**src/rtl/rsp_pkg.sv**
```systemverilog
package rsp_pkg;

    localparam int POSITION_WIDTH = 16;
    localparam int POS_W          = POSITION_WIDTH + 1;
    localparam int LEN_EFF_W      = (POSITION_WIDTH < 16) ? POSITION_WIDTH : 16;

    localparam logic [7:0] CMD_BURST      = 8'd253;
    localparam logic [7:0] CMD_DELAY      = 8'd254;
    localparam logic [7:0] CLOSE_PAGE_REG = 8'h7F;

    localparam logic [1:0] CFG_SCRIPT_LENGTH = 2'd0;
    localparam logic [1:0] CFG_START_ODD     = 2'd1;
    localparam logic [1:0] CFG_TARGET_AMP    = 2'd2;

    localparam logic [1:0] KIND_SINGLE = 2'd0;
    localparam logic [1:0] KIND_BURST  = 2'd1;
    localparam logic [1:0] KIND_DELAY  = 2'd2;

    typedef enum logic [2:0] {
        PH_DONE,
        PH_CMD,
        PH_PARAM,
        PH_BURST,
        PH_PAD
    } t_phase;

    typedef struct packed {
        logic [7:0] script_byte;
        logic       start_of_script;
    } t_in;

    typedef struct packed {
        logic [1:0] kind;
        logic       all_amps;
        logic [7:0] reg_addr;
        logic [7:0] value;
        logic       burst_first;
        logic       last;
        logic       script_done;
    } t_out;

endpackage

```
**src/rtl/register_script_player_unit.sv**
```systemverilog
// Register script player.
// Script bytes come in on the input channel (i_in_valid / o_in_stall), one
// byte per request, with start_of_script set on the first byte of a script.
// Each byte yields zero or one parsed result (single write, burst byte or
// delay request); the byte that ends the script adds three closing writes to
// all amplifiers, so one byte gives at most four results. Results leave on
// the output channel (o_out_valid / i_out_stall), one per cycle while the
// receiver does not stall, with last set on the final result of each byte.
// A byte's results are registered in the result slot, then in the output register.
// Throughput: one byte per cycle while the output is not stalled; a byte that
// gives n > 1 results stalls the input until its last result is taken, set
// by the single output register draining its result slot one result per cycle.
// The result slot and the output register are separate, so a new byte is
// taken while a finished result waits on a stalled receiver. A stall holds
// the output register and, once the slot is full, stalls the input.
// Reset (synchronous, active low) clears the configuration to zero, empties
// the slot and output, and parks the parser waiting for a start byte.
// Configuration is written through i_cfg_we / i_cfg_index / i_cfg_data;
// target_amp (index 2) is accepted but does not affect any result.
module register_script_player_unit (
    input  logic                i_clk,
    input  logic                i_rst_n,
    input  logic                i_cfg_we,
    input  logic [1:0]          i_cfg_index,
    input  logic [15:0]         i_cfg_data,
    input  logic                i_in_valid,
    output logic                o_in_stall,
    input  rsp_pkg::t_in        i_in_data,
    output logic                o_out_valid,
    input  logic                i_out_stall,
    output rsp_pkg::t_out       o_out_data
);
    import rsp_pkg::*;

    logic [15:0]      r_len;
    logic             r_odd;

    t_phase           r_phase, n_phase;
    logic [POS_W-1:0] r_pos, n_pos;
    logic [7:0]       r_cmd, n_cmd;
    logic [7:0]       r_rem, n_rem;
    logic             r_first, n_first;

    // result slot: optional parsed result plus optional closing sequence
    logic             r_ent_valid, n_ent_valid;
    logic             r_ent_prim;
    logic             r_ent_close;
    t_out             r_ent_res;
    logic [1:0]       r_seq, n_seq;

    logic             r_out_valid;
    t_out             r_out;

    logic             p_prim, p_close;
    t_out             p_res;

    t_phase           e_phase;
    logic [POS_W-1:0] e_pos, pos_adv;
    logic [7:0]       e_cmd, e_rem, rem_dec;
    logic             e_first;
    logic [POS_W:0]   len_ext;
    logic             pad_bit, end_plain, end_burst;
    logic [7:0]       b;

    logic             in_acc, out_free, seq_last;
    logic [2:0]       ent_cnt;
    logic [1:0]       close_step;
    t_out             cur_res;

    assign b       = i_in_data.script_byte;
    assign len_ext = (POS_W+1)'(r_len[LEN_EFF_W-1:0]);

    // ---------------- parser ----------------
    always_comb begin
        e_phase = r_phase;
        e_pos   = r_pos;
        e_cmd   = r_cmd;
        e_rem   = r_rem;
        e_first = r_first;
        if (i_in_data.start_of_script) begin
            e_phase = PH_CMD;
            e_pos   = '0;
            e_cmd   = '0;
            e_rem   = '0;
            e_first = 1'b0;
        end
        pos_adv   = (e_pos == {POS_W{1'b1}}) ? e_pos : e_pos + POS_W'(1);
        pad_bit   = r_odd ^ pos_adv[0];
        end_plain = {1'b0, pos_adv} >= len_ext;
        end_burst = ({1'b0, pos_adv} + (POS_W+1)'(pad_bit)) >= len_ext;
        rem_dec   = e_rem - 8'd1;

        n_phase = e_phase;
        n_pos   = e_pos;
        n_cmd   = e_cmd;
        n_rem   = e_rem;
        n_first = e_first;
        p_prim  = 1'b0;
        p_close = 1'b0;
        p_res   = '0;

        if (i_in_data.start_of_script && (len_ext == '0)) begin
            p_close = 1'b1;
            n_phase = PH_DONE;
        end else begin
            unique case (e_phase)
                PH_CMD: begin
                    n_cmd   = b;
                    n_pos   = pos_adv;
                    n_phase = PH_PARAM;
                end
                PH_PARAM: begin
                    n_pos = pos_adv;
                    if (e_cmd == CMD_BURST) begin
                        n_rem   = b;
                        n_first = 1'b1;
                        if (b != 8'd0) begin
                            n_phase = PH_BURST;
                        end else if (end_burst) begin
                            p_close = 1'b1;
                            n_phase = PH_DONE;
                        end else begin
                            n_phase = pad_bit ? PH_PAD : PH_CMD;
                        end
                    end else begin
                        p_prim      = 1'b1;
                        p_res.value = b;
                        if (e_cmd == CMD_DELAY) begin
                            p_res.kind = KIND_DELAY;
                        end else begin
                            p_res.kind     = KIND_SINGLE;
                            p_res.reg_addr = e_cmd;
                        end
                        if (end_plain) begin
                            p_close = 1'b1;
                            n_phase = PH_DONE;
                        end else begin
                            n_phase = PH_CMD;
                        end
                    end
                end
                PH_BURST: begin
                    n_pos             = pos_adv;
                    p_prim            = 1'b1;
                    p_res.kind        = KIND_BURST;
                    p_res.value       = b;
                    p_res.burst_first = e_first;
                    n_first           = 1'b0;
                    n_rem             = rem_dec;
                    if (rem_dec == 8'd0) begin
                        if (end_burst) begin
                            p_close = 1'b1;
                            n_phase = PH_DONE;
                        end else begin
                            n_phase = pad_bit ? PH_PAD : PH_CMD;
                        end
                    end
                end
                PH_PAD: begin
                    n_pos   = pos_adv;
                    n_phase = PH_CMD;
                end
                default: begin
                    n_phase = PH_DONE;
                end
            endcase
        end
    end

    // ---------------- result sequencing ----------------
    always_comb begin
        ent_cnt    = {2'b00, r_ent_prim} + (r_ent_close ? 3'd3 : 3'd0);
        seq_last   = ({1'b0, r_seq} == (ent_cnt - 3'd1));
        close_step = r_seq - {1'b0, r_ent_prim};
        out_free   = !r_out_valid || !i_out_stall;
        o_in_stall = r_ent_valid && !(out_free && seq_last);
        in_acc     = i_in_valid && !o_in_stall;

        if (r_ent_prim && (r_seq == 2'd0)) begin
            cur_res = r_ent_res;
        end else begin
            cur_res             = '0;
            cur_res.kind        = KIND_SINGLE;
            cur_res.all_amps    = 1'b1;
            cur_res.script_done = 1'b1;
            cur_res.reg_addr    = (close_step == 2'd1) ? CLOSE_PAGE_REG : 8'd0;
        end
        cur_res.last = seq_last;

        n_seq       = r_seq;
        n_ent_valid = r_ent_valid;
        if (r_ent_valid && out_free) begin
            if (seq_last) begin
                n_seq       = '0;
                n_ent_valid = 1'b0;
            end else begin
                n_seq = r_seq + 2'd1;
            end
        end
        if (in_acc) begin
            n_ent_valid = p_prim || p_close;
        end
    end

    always_ff @(posedge i_clk) begin
        if (!i_rst_n) begin
            r_len   <= '0;
            r_odd   <= 1'b0;
            r_phase <= PH_DONE;
            r_pos   <= '0;
            r_cmd   <= '0;
            r_rem   <= '0;
            r_first <= 1'b0;
        end else begin
            if (i_cfg_we) begin
                if (i_cfg_index == CFG_SCRIPT_LENGTH) begin
                    r_len <= i_cfg_data;
                end else if (i_cfg_index == CFG_START_ODD) begin
                    r_odd <= i_cfg_data[0];
                end
            end
            if (in_acc) begin
                r_phase <= n_phase;
                r_pos   <= n_pos;
                r_cmd   <= n_cmd;
                r_rem   <= n_rem;
                r_first <= n_first;
            end
        end
    end

    always_ff @(posedge i_clk) begin
        if (!i_rst_n) begin
            r_ent_valid <= 1'b0;
            r_seq       <= '0;
            r_out_valid <= 1'b0;
        end else begin
            r_ent_valid <= n_ent_valid;
            r_seq       <= n_seq;
            if (out_free) begin
                r_out_valid <= r_ent_valid;
            end
        end
    end

    // payload: no reset
    always_ff @(posedge i_clk) begin
        if (in_acc) begin
            r_ent_prim  <= p_prim;
            r_ent_close <= p_close;
            r_ent_res   <= p_res;
        end
        if (out_free && r_ent_valid) begin
            r_out <= cur_res;
        end
    end

    assign o_out_valid = r_out_valid;
    assign o_out_data  = r_out;

    // ---------------- assertions ----------------
    a_seq_in_range: assert property (@(posedge i_clk) disable iff (!i_rst_n)
        r_ent_valid |-> ({1'b0, r_seq} < ent_cnt))
        else $error("result index beyond slot count");

    a_seq_idle_zero: assert property (@(posedge i_clk) disable iff (!i_rst_n)
        !r_ent_valid |-> (r_seq == 2'd0))
        else $error("result index not cleared with empty slot");

    a_close_parks: assert property (@(posedge i_clk) disable iff (!i_rst_n)
        (in_acc && p_close) |=> (r_phase == PH_DONE))
        else $error("parser not parked after closing sequence");

    a_close_form: assert property (@(posedge i_clk) disable iff (!i_rst_n)
        (o_out_valid && o_out_data.script_done) |->
        (o_out_data.all_amps && (o_out_data.kind == KIND_SINGLE)))
        else $error("closing result malformed");

    a_stall_slot: assert property (@(posedge i_clk) disable iff (!i_rst_n)
        o_in_stall |-> r_ent_valid)
        else $error("input stalled with empty slot");

endmodule
```
**config.mk**
```make
export PLATFORM = sky130hd
export DESIGN_NAME = register_script_player_unit
export DESIGN_NICKNAME = d
export VERILOG_FILES = /design/src/rtl/rsp_pkg.sv /design/src/rtl/register_script_player_unit.sv
export SDC_FILE = /design/constraint.sdc
export NUM_CORES = 1
export LEC_CHECK = 0
export ABC_AREA = 0
export BUFFER_PORTS_ARGS = -buffer_cell sky130_fd_sc_hd__buf_2
export CAP_MARGIN = 20
export CORE_MARGIN = 2
export CORE_UTILIZATION = 52
export DETAILED_ROUTE_END_ITERATION = 10
export PLACE_DENSITY = 0.8
export SYNTH_ARGS = -nofsm -noshare
export SYNTH_HDL_FRONTEND = slang
export SYNTH_SLANG_ARGS = --single-unit
```
**constraint.sdc**
```tcl
create_clock -name i_clk -period 10.72 [get_ports i_clk]
set_input_delay 2.144 -clock i_clk [delete_from_list [all_inputs] [get_ports i_clk]]
set_output_delay 2.144 -clock i_clk [all_outputs]
set_load 0.01 [all_outputs]
```
# Yosys cells after proc, flatten, opt, wreduce, memory -nomap -nowiden
# Index checks and enable logic that the tools add are counted.
op_classes:
  n_addsub: 7
  n_mul: 0
  n_div: 0
  n_lt_le_gt_ge: 2
  n_eq_ne: 10
  n_shift: 0
  n_mux: 46
  bitwise: 4
  reduce_logical: 25
ops:
  columns: ["cell", "n"]
  rows:
  - ["2-to-1 mux 17 bit", 4]
  - ["2-to-1 mux 8 bit", 7]
  - ["case mux 8 bit (2 select lines)", 2]
  - ["2-to-1 mux 3 bit", 7]
  - ["2-to-1 mux 19 bit", 1]
  - ["adder 17 x 1 -> 18 bit", 1]
  - ["greater-or-equal comparator 18 x 16 -> 1 bit", 1]
  - ["logical NOT 18 bit", 1]
  - ["adder 17 x 1 -> 17 bit (second input constant)", 1]
  - ["== test 17 bit (second input constant)", 1]
  - ["greater-or-equal comparator 17 x 16 -> 1 bit", 1]
  - ["== test 8 bit (second input constant)", 2]
  - ["2-to-1 mux 1 bit", 15]
  - ["case mux 3 bit (4 select lines)", 1]
  - ["logical NOT 8 bit", 1]
  - ["2-to-1 mux 2 bit", 4]
  - ["nonzero test 8 bit", 1]
  - ["OR reduction 4 bit", 2]
  - ["subtractor 8 x 1 -> 8 bit (second input constant)", 1]
  - ["2-to-1 mux 7 bit", 1]
  - ["== test 3 x 2 -> 1 bit (second input constant)", 2]
  - ["logical AND 1 bit", 6]
  - ["case mux 1 bit (2 select lines)", 3]
  - ["== test 2 x 1 -> 1 bit (second input constant)", 2]
  - ["other kinds (17)", 26]
totals:
  reg_bits: 100
  latchBits: 0
  ram_bits: 0
  mem_bits_ro: 0
  in_bits: 32
  out_inout_bits: 24
  word_cells: 116
  memories: 0

# Depth between registers and ports, before layout
logic_depth:
  word_depth: 13
  depth_mapped: 26
  mapped_depth_nobuf: 23

# Worst setup path after synthesis
# No wires, ideal clock.
synth_timing:
  kind: "input -> register"
  start: "in i_in_data[0] (netlist name)"
  end: "reg r_ent_close, data pin"
  setup_ns: 0.254
  arrival_ns: 6.396
  slack_ns: 4.070
  path_stages: 26
  path_cell_list: "buf_6 -> clkbuf_1 -> clkbuf_1 -> nor2b_1 -> ha_1 -> nand4b_1 -> nor2_1 -> nand2_1 -> nand2_1 -> o21a_1 -> ha_1 -> ha_1 -> nand2_1 -> a21oi_1 -> nand3_1 -> nor3_1 -> xor2_1 -> ha_1 -> o21ai_0 -> o21bai_1 -> o311ai_0 -> a31oi_1 -> nand3b_1 -> nor2_1 -> mux2i_1 -> a21o_1"
synth_between:
  elab_chain_cells: 11
  elab_cells_between_ends: 24
  cone_classes: "add/sub (3); order compare (2); eq/ne (4); mux (12); bitwise (1); reduce/logical (2)"
synth_lines:
  columns: ["item", "line", "text"]
  rows:
  - ["from (decl)", "register_script_player_unit.sv:28", "input rsp_pkg::t_in i_in_data,"]
  - ["2-to-1 mux 17 bit", "register_script_player_unit.sv:80", "if (i_in_data.start_of_script) begin"]
  - ["adder 17 x 1 -> 17 bit or == test 17 bit (tied branches)", "register_script_player_unit.sv:87", "pos_adv = (e_pos == {POS_W{1'b1}}) ? e_pos : e_pos + POS_W'(1);"]
  - ["2-to-1 mux 17 bit", "register_script_player_unit.sv:87", null]
  - ["bitwise XOR 1 bit", "register_script_player_unit.sv:88", "pad_bit = r_odd ^ pos_adv[0];"]
  - ["adder 17 x 1 -> 18 bit", "register_script_player_unit.sv:90", "end_burst = ({1'b0, pos_adv} + (POS_W+1)'(pad_bit)) >= len_ext;"]
  - ["greater-or-equal comparator 18 x 16 -> 1 bit", "register_script_player_unit.sv:90", null]
  - ["2-to-1 mux 1 bit", "register_script_player_unit.sv:119, register_script_player_unit.sv:151", null]
  - ["2-to-1 mux 1 bit", "register_script_player_unit.sv:117", "if (b != 8'd0) begin"]
  - ["2-to-1 mux 1 bit", "register_script_player_unit.sv:114", "if (e_cmd == CMD_BURST) begin"]
  - ["case mux 1 bit (2 select lines)", "register_script_player_unit.sv:106", "unique case (e_phase)"]
  - ["2-to-1 mux 1 bit *", "register_script_player_unit.sv:102", "if (i_in_data.start_of_script && (len_ext == '0)) begin"]
  - ["via p_close", "register_script_player_unit.sv:54", "logic p_prim, p_close;"]
  - ["to (signal assigned)", "register_script_player_unit.sv:250", "r_ent_close <= p_close;"]
  - ["to (decl)", "register_script_player_unit.sv:47", "logic r_ent_close;"]
# Mark *: on every way through the listed nets, which the timed path passes. The rest lies on a longest branch.
# A chain may end at the register's enable or synchronous reset.

# Worst setup path after layout
# Same ends and word-level chain as after synthesis.

==> reports/metrics.cfg <==
[status]
status=finished, final reports clean

[detailed_routing]
via_per_inst=5.75
drt_iter0_drc=309
drc=0
via_count=5339
drtPass1Iterations=5
wire_per_inst_um=15.7
wl_mm=14.6
final_antenna_net_count=0

[final_layout]
area_growth_pct=9.77
final_cells=928
diodes=0
layout_common_cells=nand2_1 (94), nor2_1 (72), a21oi_1 (66)
mostFrequentLayoutCell=nand2_1
fin_area_um2=6910
drive_above_1_share_pct=13.4
nets=848

[global_routing]
track_usage_pct=23.1
grt_pass1_wl_mm=24.1
grt_max_degree=57
antenna_found_initial=0
grt_pass1_vias=4968
grt_remaining_overflow=0

[pwr]
power_switching_share_pct=27.1
power_frac_comb_pct=13.8
powerDensity_nw_per_um2=130
p_sw_mw=0.243
p_leak_nw=2.84
pwr-share-clk_pct=38.3
max-vdd-ir-drop_mv=0.0793
p_int_mw=0.654
seqPwrFrac_pct=47.9

[die]
core_um2=11900
die_area_um2=13000
die_h_um=114
start_util_pct=52.8
rows=40
die_x_um=114
ios=56

[clock_tree]
insertion_delay_ps=350
clockBufferDepth=2
cts.sinks=100
cts_buffers=9
ctsHoldBuffers=0
clk_pin_slew_worst_paths_ps=70
htree_levels=3
tritoncts=done
ctsResizeCount=0
cts_root_buffer=clkbuf_16
postCtsSetupBuffers=0

[sta]
slew_violations=0
whs_ps=455
hold_violations=0
maxClockFrequency_mhz=142
rsz0062_at_grt=no
finalSetupViolations=0
tns_ps=0
slew_headroom_pct=43.8
finClkSkew_ps=4.33
fin_crit_ps=7050
timing.final.ws_setup_ps=3670
min_period_over_period_pct=65.8
worst_slew_pin_slew_ps=832

[place]
io_buffers=55
gp_congestion=0.922
dpl_worst_slack_ps=3480
hpwlAfterDp_mm=10.7
dp.cells=912
postPlaceCellArea_um2=6590

[worst_setup_path]
critPathCaptureType=flop
crit_start=i_in_data[0]
ff2ff_path_depth=23
critPathKind=in2reg
cp_common_cell=ha_1
r2r_end=r_ent_close
r2r_start=r_pos[0]
path_cells=buf_2, nor2b_1, ha_1, nand4b_1, nor2_1, nand2_1, nand2_1, o21a_1, ha_1, ha_1, nand2_1, a21oi_1, nand3_1, nor3_1, xor2_1, ha_1, o21ai_0, o21bai_1, o311ai_0, a31oi_1, nand3b_1, nor2_1, mux2i_1, a21o_1
crit_slowest_cell=buf_2
cp_slowest_stage_delay_ps=310
worstPathRequired_ps=10830
crit_buf_inv=1
crit_family=simple AND/OR/NAND/NOR gates
crit_fanout=34
reg2reg_slack_ps=5300
cp-start-kind=primary input
cp.arrival_ps=7160

[logic_synthesis]
syn_area_um2=6290
synth-edff-count=42
synth_warnings=0
synthCells=741
synth-seq-cells=100
ys.flop_type=dfxtp_1
synth_top_area_share_pct=20.0
syn-num-nets=813
async_reset_ff_share_pct=0
ys_top_cells_by_area=edfxtp_1 (20%), dfxtp_1 (18%), ha_1 (8.0%), nand2_1 (5.6%), a21oi_1 (5.3%)
seq_area_frac_synth_pct=38.5
yosysTopAreaCell=edfxtp_1
avgSynthCellArea_um2=8.49
synth.distinct_cells=77

[worst_hold_path]
hold_end=r_len[6]
holdPathStages=2
hold_path.class=reg2reg
min_from=r_len[6]

[flow_run]
maxCapViolations=0

## synthesized netlist by cell type, types with 5 or more instances
| cell type | count |
|---|---|
| xor2_1 | 14 |
| a21o_1 | 13 |
| nor3_1 | 28 |
| o21ai_0 | 29 |
| a22oi_1 | 8 |
| and3_1 | 17 |
| ha_1 | 40 |
| nor4_1 | 8 |
| edfxtp_1 | 42 |
| dfxtp_1 | 58 |
| nor2b_1 | 14 |
| nand4_1 | 7 |
| nand3_1 | 29 |
| nand2b_1 | 6 |
| xnor2_1 | 15 |
| and2_1 | 19 |
| inv_1 | 38 |
| a21oi_1 | 66 |
| nand2_1 | 94 |
| nor2_1 | 72 |
| or2_2 | 5 |
| clkbuf_1 | 23 |
| a211oi_1 | 6 |
## through the flow
step           power (mW)  util [%]
3_5_place_dp        0.560      55.3
2_1_floorplan       0.524         -
3_3_place_gp        0.557      55.3
6_report            0.897      58.0
4_1_cts             0.901      58.0
5_1_grt             0.934      58.0
## sequential cells by signal, summed over array words and instances (netlist names), 2 cells and up
name / cells
o_out_data: 21
r_ent_res: 19
r_pos: 17
r_len: 16
r_cmd: 8
r_rem: 8
r_phase: 3
r_seq: 2
## cell type report
class                      instances  area [µm²]
fill                            1100        5010
multi-input combinational        565        3520
sequential                       100        2420
timing repair buffer              60         313
clock buffer                      10         239
tap                              147         184
inverter                          40         150
clock inverter                     6        76.3
## routing by layer
metal,GRT usage (%),vias up,part of all wire (%)
met1,29.9,2458,44
met5,0,-,0
met3,3.72,25,5.3
met2,39.0,163,48
li1,-,2693,-
met4,8.21,0,2.4
## worst min-delay path, cell delays in order (launching register included)
cell and delay, ps:
dfxtp_1 310, nand2_1 50, a21oi_1 50
## cells by family (layout without fill, tap and decap cells)
| group | after synthesis | in the layout | share of synthesized area [%] |
|---|---|---|---|
| buffers and inverters | 76 | 116 | 5.53 |
| xor gates and xnor gates | 29 | 29 | 4.04 |
| DFF | 100 | 100 | 38.5 |
| adders and majority gates | 41 | 41 | 8.11 |
| AOI/OAI and AO/OA | 159 | 159 | 16.2 |
| and+or+nand+nor | 333 | 333 | 27.2 |
| muxes | 3 | 3 | 0.497 |
## how the worst max path moves through the flow
stage	end	slack, ps	cells after the start
detailed placement	r_ent_close	3480	24
global route	r_ent_close	3320	23
finish	r_ent_close	3670	24
CTS	r_ent_close	3830	24
floorplan	r_ent_close	4070	26
global placement	r_ent_close	3690	24
## power groups by stage
| stage | clock, mW | combinational [mW] | sequential, mW |
|---|---|---|---|
| 2_1_floorplan | 0 | 0.0903 | 0.434 |
| 3_3_place_gp | 0 | 0.120 | 0.437 |
| 6_report | 0.344 | 0.124 | 0.429 |
| 4_1_cts | 0.349 | 0.123 | 0.429 |
| 3_5_place_dp | 0 | 0.122 | 0.438 |
| 5_1_grt | 0.363 | 0.140 | 0.432 |
(Power assumes the default switching activity.)
